[config.mk]
export PLATFORM = sky130hd
export DESIGN_NAME = tcl_front
export DESIGN_NICKNAME = d
export VERILOG_FILES = /design/src/design/tcl_pkg.sv /design/src/design/tcl_front.sv
export SDC_FILE = /design/constraint.sdc
export NUM_CORES = 1
export LEC_CHECK = 0
export BUFFER_PORTS_ARGS = -buffer_cell sky130_fd_sc_hd__clkbuf_2
export CAP_MARGIN = 40
export CELL_PAD_IN_SITES_DETAIL_PLACEMENT = 0
export CELL_PAD_IN_SITES_GLOBAL_PLACEMENT = 2
export CORE_MARGIN = 10
export CORE_UTILIZATION = 31
export DETAILED_ROUTE_END_ITERATION = 8
export PLACE_DENSITY_LB_ADDON = 0.1
export REMOVE_ABC_BUFFERS = 1
export SYNTH_ARGS = -nofsm -noshare
export SYNTH_HDL_FRONTEND = slang
export SYNTH_SLANG_ARGS = --single-unit
[constraint.sdc]
create_clock -name clk -period 1.75 [get_ports clk]
set_input_delay 0.0875 -clock clk [delete_from_list [all_inputs] [get_ports clk]]
set_output_delay 0.0875 -clock clk [all_outputs]
set_load 0.01 [all_outputs]
[src/design/tcl_pkg.sv]
`timescale 1ns / 1ps

package tcl_pkg;

    // Default geometry of the cache and of the tile grid.
    localparam int TILE_DIM_DEF       = 256;
    localparam int CACHE_ENTRIES_DEF  = 16;
    localparam int TILE_GRID_COLS_DEF = 64;
    localparam int TILE_GRID_ROWS_DEF = 64;

    // Fixed widths of the interface fields.
    localparam int TILE_IDX_W = 16;
    localparam int SLOT_W     = 12;
    localparam int NSLOT_W    = 13;
    localparam int OFFSET_W   = 18;
    localparam logic [NSLOT_W-1:0] SLOT_LIMIT = 13'd4096;

    // Reset values of the configuration registers.
    localparam logic [14:0] PIC_WIDTH_RST    = 15'd16384;
    localparam logic [14:0] IMAGE_HEIGHT_RST = 15'd16384;
    localparam logic [2:0]  BPP_RST          = 3'd1;
    localparam logic [4:0]  MAX_ENTRIES_RST  = 5'd10;

    // Configuration register indexes.
    localparam logic [7:0] CFG_PIC_WIDTH    = 8'd0;
    localparam logic [7:0] CFG_IMAGE_HEIGHT = 8'd1;
    localparam logic [7:0] CFG_BPP          = 8'd2;
    localparam logic [7:0] CFG_MAX_ENTRIES  = 8'd3;

    typedef struct packed {
        logic        action;
        logic [13:0] pixel_x;
        logic [13:0] pixel_y;
    } tcl_in_t;

    typedef struct packed {
        logic        out_of_range;
        logic        hit;
        logic [3:0]  entry_index;
        logic [17:0] byte_offset;
        logic        evict_valid;
        logic [11:0] evicted_tile;
        logic        writeback;
        logic [11:0] writeback_slot;
        logic        fill_from_backing;
        logic [11:0] fill_slot;
    } tcl_out_t;

    typedef struct packed {
        logic [14:0] pic_width;
        logic [14:0] image_height;
        logic [2:0]  bytes_per_pixel;
        logic [4:0]  max_entries;
    } tcl_cfg_t;

    // Classified access as it travels from the front to the back.
    typedef struct packed {
        logic                  oor;
        logic                  action;
        logic [TILE_IDX_W-1:0] tile;
        logic [OFFSET_W-1:0]   offset;
    } tcl_item_t;

    // Control from the back to the front.
    typedef struct packed {
        logic pop;
        logic clearing;
    } tcl_back_ctl_t;

    typedef enum logic [2:0] {
        ST_CLEAR,
        ST_IDLE,
        ST_RD_T,
        ST_RD_V,
        ST_WR_T,
        ST_DONE
    } tcl_state_t;

endpackage

[src/design/tcl_front.sv]
`timescale 1ns / 1ps

module tcl_front #(
    parameter int TILE_DIM       = 256,
    parameter int TILE_GRID_COLS = 64,
    parameter int TILE_GRID_ROWS = 64
) (
    input  logic                  clk,
    input  logic                  rst_n,
    input  tcl_pkg::tcl_cfg_t     cfg,
    input  logic                  in_valid,
    output logic                  in_ready,
    input  tcl_pkg::tcl_in_t      in_data,
    output logic                  q_valid,
    output tcl_pkg::tcl_item_t    q_item,
    input  tcl_pkg::tcl_back_ctl_t back_ctl
);
    import tcl_pkg::*;

    localparam int DB = $clog2(TILE_DIM);

    logic [13:0]          tx;
    logic [13:0]          ty;
    logic [2*DB-1:0]      local_idx;
    logic [2:0]           bpp_eff;
    logic [OFFSET_W:0]    prod;
    tcl_item_t            item;
    tcl_item_t            q_mem_reg [2];
    logic                 wr_ptr_reg;
    logic                 wr_ptr_next;
    logic                 rd_ptr_reg;
    logic                 rd_ptr_next;
    logic [1:0]           count_reg;
    logic [1:0]           count_next;
    logic                 push;

    // Classify the access: tile, range check and byte offset.
    always_comb
    begin
        tx = in_data.pixel_x >> DB;
        ty = in_data.pixel_y >> DB;
        local_idx = {in_data.pixel_y[DB-1:0], in_data.pixel_x[DB-1:0]};
        if (cfg.bytes_per_pixel == 3'd0)
        begin
            bpp_eff = 3'd1;
        end
        else if (cfg.bytes_per_pixel > 3'd4)
        begin
            bpp_eff = 3'd4;
        end
        else
        begin
            bpp_eff = cfg.bytes_per_pixel;
        end
        prod = (OFFSET_W+1)'(bpp_eff) * (OFFSET_W+1)'(local_idx);
        item.action = in_data.action;
        item.oor = ({1'b0, in_data.pixel_x} >= cfg.pic_width)
                || ({1'b0, in_data.pixel_y} >= cfg.image_height)
                || (32'(tx) >= TILE_GRID_COLS)
                || (32'(ty) >= TILE_GRID_ROWS);
        item.tile = TILE_IDX_W'(32'(ty) * TILE_GRID_COLS + 32'(tx));
        item.offset = item.oor ? '0 : prod[OFFSET_W-1:0];
    end

    // Two-entry queue toward the back.
    assign in_ready = (count_reg != 2'd2) && !back_ctl.clearing;
    assign push = in_valid && in_ready;
    assign q_valid = (count_reg != 2'd0);
    assign q_item = q_mem_reg[rd_ptr_reg];

    always_comb
    begin
        wr_ptr_next = wr_ptr_reg ^ push;
        rd_ptr_next = rd_ptr_reg ^ back_ctl.pop;
        count_next = count_reg + 2'(push) - 2'(back_ctl.pop);
    end

    always_ff @(posedge clk)
    begin
        if (push)
        begin
            q_mem_reg[wr_ptr_reg] <= item;
        end
    end

    always_ff @(posedge clk or negedge rst_n)
    begin
        if (!rst_n)
        begin
            wr_ptr_reg <= 1'b0;
            rd_ptr_reg <= 1'b0;
            count_reg <= 2'd0;
        end
        else
        begin
            wr_ptr_reg <= wr_ptr_next;
            rd_ptr_reg <= rd_ptr_next;
            count_reg <= count_next;
        end
    end

endmodule

## Yosys cells after proc, flatten, opt, wreduce, memory -nomap -nowiden

Memories as Yosys holds them, arrays and structs flattened.
Cells that the tools add are included.

| word-level totals | value |
|---|---|
| memories | 1 |
| flip-flop bits (word level) | 4 |
| word-level logic and storage cells | 29 |
| input port bits | 72 |
| output and inout bits | 38 |
| memory bits (writable) | 66 |

Memory list:

| memory | words | bits a word | read ports | clocked after memory_dff | write ports | RTL line | text |
|---|---|---|---|---|---|---|---|
| q_mem_reg | 2 | 33 | 1 | 0 | 1 | tcl_front.sv:28 | `tcl_item_t q_mem_reg [2];` |

| cells by class | value |
|---|---|
| multipliers | 1 |
| $add $sub $neg | 3 |
| muxes and demuxes | 5 |
| reduce and logical (&&, ||, !) cells | 8 |
| magnitude comparators | 5 |
| equality and inequality tests | 1 |
| bitwise logic cells | 2 |

Operators by type and width:

| operator | count |
|---|---|
| greater-or-equal comparator 14 x 15 -> 1 bit | 2 |
| multiplier 3 x 16 -> 18 bit | 1 |
| 2-to-1 mux 18 bit | 1 |
| greater-or-equal comparator 6 x 7 -> 1 bit, second input constant | 2 |
| adder 12 x 6 -> 13 bit | 1 |
| 2-to-1 mux 3 bit | 2 |
| > comparator 3 bit, second input constant | 1 |
| logical NOT 3 bit | 1 |
| logical OR 1 bit | 3 |
| adder 2 x 1 -> 2 bit | 1 |
| logical AND 1 bit | 2 |
| 2-to-1 mux 1 bit | 2 |
| != test 2 bit, second input constant | 1 |
| nonzero test 2 bit | 1 |
| subtractor 2 x 1 -> 2 bit | 1 |
| XOR 1 bit | 2 |
| logical NOT 1 bit | 1 |

## Logic depth before layout (Yosys ltp)

Gate-level depths: netlist of run 1.

| depth | value |
|---|---|
| word-level depth | 5 |
| depth in mapped cells | 15 |
| mapped depth without buffers | 14 |

## Worst setup path before layout of run 1

No wires, ideal clock.

| timing path | value |
|---|---|
| kind | input-to-reg |
| start point | input port cfg[7] (netlist bit) |
| end point | memory q_mem_reg[0][12] (netlist bit) (data pin) |
| arrival time | 3.080 ns |
| library setup time | 0.191 ns |
| path slack | -1.521 ns |
| stages | 15 |
| path buffers | 2 |
| cells stage by stage | clkbuf_1 > a21oi_1 > clkbuf_1 > nand2_1 > fa_1 > inv_1 > ha_1 > inv_1 > fa_1 > inv_1 > a21o_1 > a211oi_2 > o22ai_1 > o21ai_0 > a311oi_1 |

RTL lines:

| item | RTL line | text |
|---|---|---|
| start: declaration | tcl_front.sv:10 | `input tcl_pkg::tcl_cfg_t cfg,` |
| end: declaration | tcl_front.sv:28 |  |

==> results.json, run 1 <==
{
  "cts_made_buffers": 9,
  "remaining_drc_errors": 0,
  "cts-root-buf": "clkbuf_16",
  "syn2layout_area_growth_pct": 54.9,
  "track_usage_pct": 12.0,
  "wl_per_cell_um": 14.7,
  "finalMaxSlewViolations": 0,
  "intPower_mw": 4.54,
  "synth_warnings": 0,
  "synth_area_leader_cell": "edfxtp_1",
  "rsz0062_at_grt": "yes",
  "finalWorstSetupSlack_ns": -0.814,
  "syn_area_um2": 4680,
  "synth_seq_cells": 68,
  "r2r_setup_slack_ns": 0.19,
  "relSlewSlack_pct": 57.6,
  "pwr-share-comb_pct": 41.2,
  "finalSetupViolCount": 38,
  "post-place-ws_ns": -1.41,
  "arrival_ns": 2.71,
  "port_buffers": 100,
  "synth_edf_count": 64,
  "grt_max_degree": 34,
  "worst_slew_pin_slew_ns": 0.629,
  "core_area_um2": 14600,
  "clock_power_share_pct": 26.0,
  "clock_sinks": 68,
  "drt_first_pass_iters": 4,
  "die_x_um": 143,
  "maxCapViolations": 0,
  "finalCriticalPeriod_ns": 2.56,
  "vias": 3719,
  "worstPathRequired_ns": 1.90,
  "start_util_pct": 31.9,
  "synthArstFlopShare_pct": 5.88,
  "rr_startpoint": "count_reg[0]",
  "powerDensity_nw_per_um2": 908,
  "largest_register_ffs": 64,
  "clock_skew_ns": 0.00663,
  "avgSynthCellArea_um2": 10.8,
  "cts.path.max_buffers": 2,
  "clock_latency_ns": 0.33,
  "finalCritPeriodShare_pct": 147,
  "syn_inst": 434,
  "p_seq_share_pct": 32.8,
  "r2r_end": "count_reg[1]",
  "hold_viol": 0,
  "tritoncts": "done",
  "post-dp-hpwl_mm": 9.38,
  "p_leak_nw": 3.26,
  "yosysUniqueCellTypes": 47,
  "ys_seq_area_share_pct": 43.2,
  "critPathKind": "input pin to register",
  "p_sw_mw": 2.04,
  "fin_util_pct": 49.5,
  "sw_frac_of_total_pct": 31.0,
  "violations": "setup timing",
  "synthFlopType": "edfxtp_1",
  "hold_depth": 2,
  "hold_class": "input pin to register",
  "p_total_mw": 6.58,
  "drtAntennaViolNets": 0,
  "io_pins": 110,
  "grt_pass1_vias": 4035,
  "vdd_ir_drop_max_uv": 772,
  "critPathCaptureType": "register",
  "n_antenna_cell": 0,
  "die-area_um2": 20400,
  "min_from": "in_data[25]",
  "outcome": "finished with violations",
  "yosys-top-cells-area": "edfxtp_1 41%, ha_1 13%, mux2_2 7.7%, fa_1 6.4%, inv_1 5.7%",
  "viasPerCell": 4.52,
  "htreeDepth": 3,
  "cp_max_fo": 5,
  "layout.nets": 770,
  "r2r_cells": 8,
  "fin_setup_tns_ns": -17.14,
  "rows": 44,
  "startpoint_type": "input pin",
  "fmax_mhz": 390,
  "grt_pass1_wl_mm": 19.8,
  "hold_end": "q_mem_reg[0][21]",
  "synth_top_area_share_pct": 41.1,
  "globalplace.congestion": 0.776,
  "grt_overflow": 0,
  "drive_gt1_share_pct": 51.9,
  "path_clk_slew_ns": 0.06,
  "dieHeight_um": 143,
  "routed_wirelength_mm": 12.1,
  "antenna_found_initial": 0,
  "drt_iter0_drc": 77
}
-- timing repair --
action | CTS | global route
gates resized for setup | 95 | 58
pin swaps | 34 | 38
buffers inserted | 6 | 12
endpoints found under the setup margin | 38 | 38
hold endpoints to repair | 7 | 0
hold buffers | 3 | 0
-- power groups by stage --
stage	sequential, mW	combinational, mW	clock [mW]
2_1_floorplan	2.27	1.21	0
3_3_place_gp	2.18	2.33	0
3_5_place_dp	2.19	2.35	0
4_1_cts	2.16	2.60	1.76
5_1_grt	2.18	2.99	1.83
6_report	2.16	2.71	1.71
-- metal layers --
layer / routed length (µm) / GRT usage [%] / share of wire (%) / up-vias
met4: 180 / 3.91 / 1.5 / 0
met5: 0 / 0 / 0 / -
met1: 5720 / 15.1 / 47 / 1743
met3: 478 / 2.49 / 4.0 / 11
li1: - / - / - / 1889
met2: 5710 / 20.2 / 47 / 76
-- placed cells by master, fill, tap and decap left out, types with 11 or more instances in the layout --
cell and n:
clkbuf_2 91, buf_4 77, edfxtp_1 64, inv_1 62
nand2_1 49, mux2_2 32, ha_1 30, ha_4 17
buf_6 17, fa_1 14, a21oi_1 11, nor2_1 11
clkbuf_16 11
-- stage by stage --
| stage | area, µm² | hold slack, ns | instances |
|---|---|---|---|
| final | 7250 | 0.0503 | 822 |
| after global routing | 7250 | 0.0458 | 822 |
| after CTS | 6880 | 0.0382 | 811 |
| after detailed placement | 6010 | -0.0959 | 788 |
| after global placement | 6010 | -0.0990 | 788 |
| after floorplan | 4600 | -0.208 | 421 |
-- logic make-up (layout without fill, tap and decap cells) --
group	Yosys count	count (layout)	share of synthesized area (%)
AOI/OAI and AO/OA	64	64	9.15
buffers and inverters	87	288	7.68
other	1	4	0.0802
adders and majority gates	64	64	19.5
DFF	68	68	43.2
muxes	32	32	7.70
and+or+nand+nor	105	105	10.2
xor gates and xnor gates	13	13	2.43
-- worst max-delay path by stage --
| stage | startpoint | end | slack, ns | cells past startpoint |
|---|---|---|---|---|
| after floorplan | cfg[6] | q_mem_reg[0][12] | -1.42 | 13 |
| after global placement | cfg[7] | q_mem_reg[0][15] | -1.27 | 14 |
| after detailed placement | cfg[7] | q_mem_reg[1][14] | -1.41 | 15 |
| after CTS | cfg[7] | q_mem_reg[0][14] | -0.77 | 15 |
| after global routing | cfg[7] | q_mem_reg[0][16] | -0.93 | 16 |
| final | cfg[7] | q_mem_reg[0][16] | -0.81 | 16 |
-- cell type report --
type	count	area [µm²]
Clock buffer	10	229
Clock inverter	5	53.8
Fill cell	1348	7400
Inverter	71	267
Multi-Input combinational cell	282	2930
Sequential cell	68	2020
Tap cell	184	230
Timing Repair Buffer	202	1510
-- synthesized netlist by cell type (3+ instances only) --
master and number:
dfrtp_1 4, buf_4 4, nand2_1 53, a31oi_1 3
o21ai_0 8, nand3_1 5, xnor2_1 6, edfxtp_1 64
and2_1 5, ha_1 49, nor3_1 3, a21o_1 8
clkbuf_1 10, mux2_2 32, nor2_1 21, a21oi_1 22
inv_1 71, o211ai_1 4, xor2_1 7, fa_1 15
a211oi_1 4, nor4_1 5
-- worst max-delay path, cell delays in order --
cell and delay, ns:
clkbuf_16 0.13, nor2b_4 0.10, buf_6 0.13, nand2_4 0.05
fa_1 0.51, inv_1 0.05, ha_2 0.18, inv_2 0.05
fa_2 0.20, inv_2 0.03, a21o_1 0.20, a211oi_4 0.28
o22ai_4 0.15, buf_6 0.14, and4_4 0.19, nor4_4 0.22
Note: power is estimated with default switching activity, not from simulation.
==> inputs of run 2 (changes only) <==
--- a/config.mk
+++ b/config.mk
@@ -14,6 +14,7 @@
 export DETAILED_ROUTE_END_ITERATION = 8
 export PLACE_DENSITY_LB_ADDON = 0.1
 export REMOVE_ABC_BUFFERS = 1
+export SKIP_LAST_GASP = 1
 export SYNTH_ARGS = -nofsm -noshare
 export SYNTH_HDL_FRONTEND = slang
 export SYNTH_SLANG_ARGS = --single-unit
==> run 2 against run 1 <==
Effect of this change: the flow still finishes with violations (setup timing); hold slack about the same; sequential share of layout area increased by 0.18 points; via count decreased by 1.5%.
==> results.json, run 2 (synthesis gave the netlist of run 1 again) <==
{
  "layout.nets": 761,
  "finalCriticalPeriod_ns": 2.52,
  "syn2layout_area_growth_pct": 54.0,
  "p_sw_mw": 2.04,
  "globalplace.congestion": 0.776,
  "io_pins": 110,
  "port_buffers": 100,
  "outcome": "finished with violations",
  "register_area_um2": 2020,
  "start_util_pct": 31.9,
  "critPathKind": "input pin to register",
  "finalWorstSetupSlack_ns": -0.766,
  "drt_iter0_drc": 82,
  "crit_start": "cfg[7]",
  "slowest_stage": "fa_1",
  "cts-root-buf": "clkbuf_16",
  "fillers": 1348,
  "clock_power_share_pct": 26.1,
  "vdd_ir_drop_max_uv": 769,
  "routed_wirelength_mm": 12.0,
  "r2r_cells": 8,
  "whs_ns": 0.0501,
  "startpoint_type": "input pin",
  "core_area_um2": 14600,
  "rows": 44,
  "drive_gt1_share_pct": 51.8,
  "post-place-ws_ns": -1.41,
  "hold_viol": 0,
  "crit_buf_inv": 6,
  "arrival_ns": 2.64,
  "violations": "setup timing",
  "sw_frac_of_total_pct": 31.1,
  "path_cells": "clkbuf_16 > nor2b_4 > buf_6 > nand2_4 > fa_1 > inv_1 > ha_2 > inv_2 > fa_2 > inv_2 > a21o_1 > a211oi_4 > o22ai_4 > buf_6 > a2111oi_4",
  "viasPerCell": 4.51,
  "grt_pass1_vias": 4013,
  "worst_slew_pin_slew_ns": 0.617,
  "tritoncts": "done",
  "layout_common_cells": "91 x clkbuf_2, 70 x buf_4, 65 x inv_1, 64 x edfxtp_1, 48 x nand2_1",
  "post_dp_cell_area_um2": 6010,
  "clock_skew_ns": 0.00662,
  "critPathCaptureType": "register",
  "slowest_delay_ns": 0.51,
  "cp_top_family": "compound AO/OA/AOI/OAI gates",
  "p_seq_share_pct": 32.9,
  "relSlewSlack_pct": 58.3,
  "finalMaxSlewViolations": 0,
  "layout.cells.non_filler": 813,
  "track_usage_pct": 12.0,
  "layout_commonest_cell": "clkbuf_2",
  "clock_latency_ns": 0.33,
  "cts.path.max_buffers": 2,
  "remaining_drc_errors": 0,
  "path_clk_slew_ns": 0.06,
  "p_leak_nw": 3.21,
  "htreeDepth": 3,
  "p_total_mw": 6.56,
  "intPower_mw": 4.52,
  "die_x_um": 143,
  "post-route-cell-area_um2": 7200,
  "fmax_mhz": 397,
  "drtAntennaViolNets": 0,
  "maxCapViolations": 0,
  "multi_input_area_um2": 2980,
  "r2r_end": "count_reg[1]",
  "dp_cells": 788,
  "dieHeight_um": 143,
  "crit_end": "q_mem_reg[0][14]",
  "vias": 3664,
  "die-area_um2": 20400,
  "fin_util_pct": 49.2,
  "rsz0062_at_grt": "yes",
  "drt_first_pass_iters": 4,
  "clock_sinks": 68,
  "rr_startpoint": "count_reg[0]",
  "antenna_found_initial": 0,
  "cp_max_fo": 7,
  "largest_register_ffs": 64,
  "powerDensity_nw_per_um2": 911,
  "fin_setup_tns_ns": -16.09,
  "grt_overflow": 0,
  "n_antenna_cell": 0,
  "wl_per_cell_um": 14.8,
  "pwr-share-comb_pct": 41.0,
  "worstPathRequired_ns": 1.88,
  "post-dp-hpwl_mm": 9.38,
  "finalCritPeriodShare_pct": 144,
  "crit_cells": 15,
  "r2r_setup_slack_ns": 0.19,
  "grt_max_degree": 34,
  "finalSetupViolCount": 38,
  "cts_made_buffers": 9,
  "hold_class": "input pin to register",
  "grt_pass1_wl_mm": 19.7
}
run 2: cell types whose count changed in the layout (fill, tap and decap cells not counted), moves of 2 or more:
cell     previous run  this run
a21oi_1            11         9
ha_4               17        19
inv_2               9         6
inv_1              62        65
ha_1               30        28
buf_4              77        70
run 2: power by group through the flow:
stage | registers (mW) | logic, mW | clock network [mW]
after detailed placement | 2.19 | 2.35 | 0
after global routing | 2.18 | 2.98 | 1.83
final | 2.16 | 2.69 | 1.71
after CTS | 2.16 | 2.58 | 1.76
after global placement | 2.18 | 2.33 | 0
after floorplan | 2.27 | 1.21 | 0
run 2: worst min-delay path by stage:
stage / startpoint / to / slack, ns / cells after the start
after floorplan: rst_n / count_reg[0] / -0.21 / 0
after detailed placement: rst_n / count_reg[1] / -0.1 / 1
after CTS: in_data[11] / q_mem_reg[1][27] / 0.04 / 2
after global routing: in_data[11] / q_mem_reg[1][27] / 0.05 / 2
after global placement: rst_n / count_reg[1] / -0.1 / 1
final: in_data[25] / q_mem_reg[0][21] / 0.05 / 2
run 2: what timing repair did:
item                                    CTS  global route
endpoints found under the hold margin     7             0
hold buffers                              3             0
buffers inserted                          6             4
endpoints found under the setup margin   38            38
resized for setup                        85            71
pin swaps                                33            50
run 2: layer usage:
| metal | GRT usage [%] | share of wire (%) | vias to the layer above |
|---|---|---|---|
| met2 | 20.1 | 47 | 76 |
| met3 | 2.49 | 4.1 | 9 |
| met4 | 3.58 | 1.2 | 0 |
| met5 | 0 | 0 | - |
| met1 | 15.1 | 47 | 1708 |
| li1 | - | - | 1871 |
run 2: final cells by class:
class                      instances  area share, %
clock buffer                      10           3.18
clock inverter                     5          0.747
inverter                          71           3.70
multi-input combinational        282           41.3
sequential                        68           28.1
tap                              184           3.20
timing repair buffer             193           19.8
==> inputs of run 3 (changes only) <==
--- a/config.mk
+++ b/config.mk
@@ -10,7 +10,7 @@
 export CELL_PAD_IN_SITES_DETAIL_PLACEMENT = 0
 export CELL_PAD_IN_SITES_GLOBAL_PLACEMENT = 2
 export CORE_MARGIN = 10
-export CORE_UTILIZATION = 31
+export CORE_UTILIZATION = 37
 export DETAILED_ROUTE_END_ITERATION = 8
 export PLACE_DENSITY_LB_ADDON = 0.1
 export REMOVE_ABC_BUFFERS = 1
@@ -18,3 +18,4 @@
 export SYNTH_ARGS = -nofsm -noshare
 export SYNTH_HDL_FRONTEND = slang
 export SYNTH_SLANG_ARGS = --single-unit
+export TNS_END_PERCENT = 5
==> constraint.sdc (replaced) <==
create_clock -name clk -period 2.9 [get_ports clk]
set_input_delay 0.145 -clock clk [delete_from_list [all_inputs] [get_ports clk]]
set_output_delay 0.145 -clock clk [all_outputs]
set_load 0.01 [all_outputs]
==> run 3 against run 2 <==
Effect of this change: the run now ends clean; cell count down 7.3%; core utilization decreased by 1.1 points; routed wire length is 11% lower; design area down 16%.
==> results.json, run 3 (synthesis gave the netlist of run 1 again) <==
{
  "drive_gt1_share_pct": 34.2,
  "rows": 41,
  "wl_per_cell_um": 14.2,
  "layout_commonest_cell": "clkbuf_2",
  "cp_top_family": "compound AO/OA/AOI/OAI gates",
  "relSlewSlack_pct": 56.2,
  "routed_wirelength_mm": 10.7,
  "clock_skew_ns": 0.00563,
  "layout_common_cells": "100 x clkbuf_2, 71 x inv_1, 64 x edfxtp_1, 53 x nand2_1, 49 x ha_1",
  "dieHeight_um": 132,
  "critPathKind": "input pin to register",
  "clock_latency_ns": 0.33,
  "fillers": 1240,
  "port_buffers": 100,
  "htreeDepth": 3,
  "grt_pass1_vias": 3688,
  "grt_overflow": 0,
  "hold_viol": 0,
  "critPathCaptureType": "register",
  "worst_slew_pin_slew_ns": 0.657,
  "cts.path.max_buffers": 2,
  "die-area_um2": 17500,
  "layout.cells.non_filler": 754,
  "crit_start": "cfg[7]",
  "track_usage_pct": 12.5,
  "globalplace.congestion": 0.778,
  "syn2layout_area_growth_pct": 28.6,
  "min_from": "back_ctl[1]",
  "crit_buf_inv": 4,
  "start_util_pct": 37.4,
  "vias": 3388,
  "rr_startpoint": "count_reg[0]",
  "finalCritPeriodShare_pct": 94.4,
  "path_clk_slew_ns": 0.05,
  "tritoncts": "done",
  "register_area_um2": 2020,
  "cts_made_buffers": 9,
  "hold_class": "input pin to register",
  "post-place-ws_ns": -0.332,
  "slowest_stage": "fa_1",
  "die_x_um": 132,
  "dp_cells": 737,
  "cp_max_fo": 12,
  "io_pins": 110,
  "multi_input_area_um2": 2350,
  "finalSetupViolCount": 0,
  "core_area_um2": 12500,
  "n_antenna_cell": 0,
  "grt_max_degree": 34,
  "slowest_delay_ns": 0.48,
  "path_cells": "clkbuf_2 > a21oi_2 > buf_6 > nand2_1 > fa_1 > inv_1 > ha_1 > a21oi_1 > nor2b_1 > a211oi_2 > o22ai_4 > buf_4 > a2111oi_2",
  "startpoint_type": "input pin",
  "post-dp-hpwl_mm": 8.72,
  "worstPathRequired_ns": 3.02,
  "cts-root-buf": "clkbuf_16",
  "vdd_ir_drop_max_uv": 237,
  "grt_pass1_wl_mm": 17.9,
  "finalCriticalPeriod_ns": 2.74,
  "powerDensity_nw_per_um2": 607,
  "antenna_found_initial": 0,
  "outcome": "finished clean",
  "clock_sinks": 68,
  "maxCapViolations": 0,
  "rsz0062_at_grt": "yes",
  "drt_first_pass_iters": 4,
  "arrival_ns": 2.86,
  "drt_iter0_drc": 80,
  "finalWorstSetupSlack_ns": 0.162,
  "drtAntennaViolNets": 0,
  "layout.nets": 713,
  "viasPerCell": 4.49,
  "fmax_mhz": 365,
  "finalMaxSlewViolations": 0,
  "largest_register_ffs": 64,
  "p_leak_nw": 2.85,
  "remaining_drc_errors": 0
}
-- run 3: repair_timing --
action	in CTS	in global routing
pin swaps	0	1
cloned	0	0
resized for setup	2	8
hold endpoints to repair	4	0
endpoints found under the setup margin	2	12
buffers inserted	0	0
hold buffers	1	0
-- run 3: metal layers --
layer	share of wire [%]	wire length [µm]	track usage, %	vias up
li1	-	-	-	1778
met1	49	5270	16.3	1523
met2	45	4850	19.9	79
met3	3.8	403	2.35	8
met4	1.4	151	5.13	0
met5	0	0	0	-
-- run 3: path summary, 6_finish.rpt --
check	cells after the start	to	slack [ns]
min in group asynchronous	2	wr_ptr_reg	0.17
max in group asynchronous	2	count_reg[1]	2.61
max reg2reg	6	q_mem_reg[1][32]	0.96
min reg2reg	1	count_reg[1]	0.48
min	2	rd_ptr_reg	0.02
max	13	q_mem_reg[0][14]	0.16
-- run 3: cell type report --
cell class / count / area share [%]
Multi-Input combinational cell: 282 / 39.1
Clock inverter: 5 / 0.874
Timing Repair Buffer: 145 / 14.5
Tap cell: 172 / 3.58
Inverter: 71 / 4.43
Sequential cell: 68 / 33.6
Clock buffer: 11 / 3.87
-- run 3: stage by stage --
stage | hold WS (ns) | utilization [%] | power (mW) | cell area [µm²] | setup TNS, ns
detailed placement | -0.0400 | 45.3 | 2.65 | 5670 | -4.09
floorplan | -0.151 | - | 2.10 | 4600 | -2.78
CTS | 0.00632 | 47.7 | 3.70 | 5970 | 0
finish | 0.0201 | 48.1 | 3.65 | 6020 | 0
global placement | -0.0395 | 45.3 | 2.63 | 5670 | -2.43
global route | 0.0218 | 48.1 | 3.88 | 6020 | -0.0471
-- run 3: power by group --
part           internal, mW  leakage (nW)  switching (mW)
combinational         0.620          2.08           0.693
sequential             1.26         0.636          0.0377
clock                 0.659         0.131           0.378
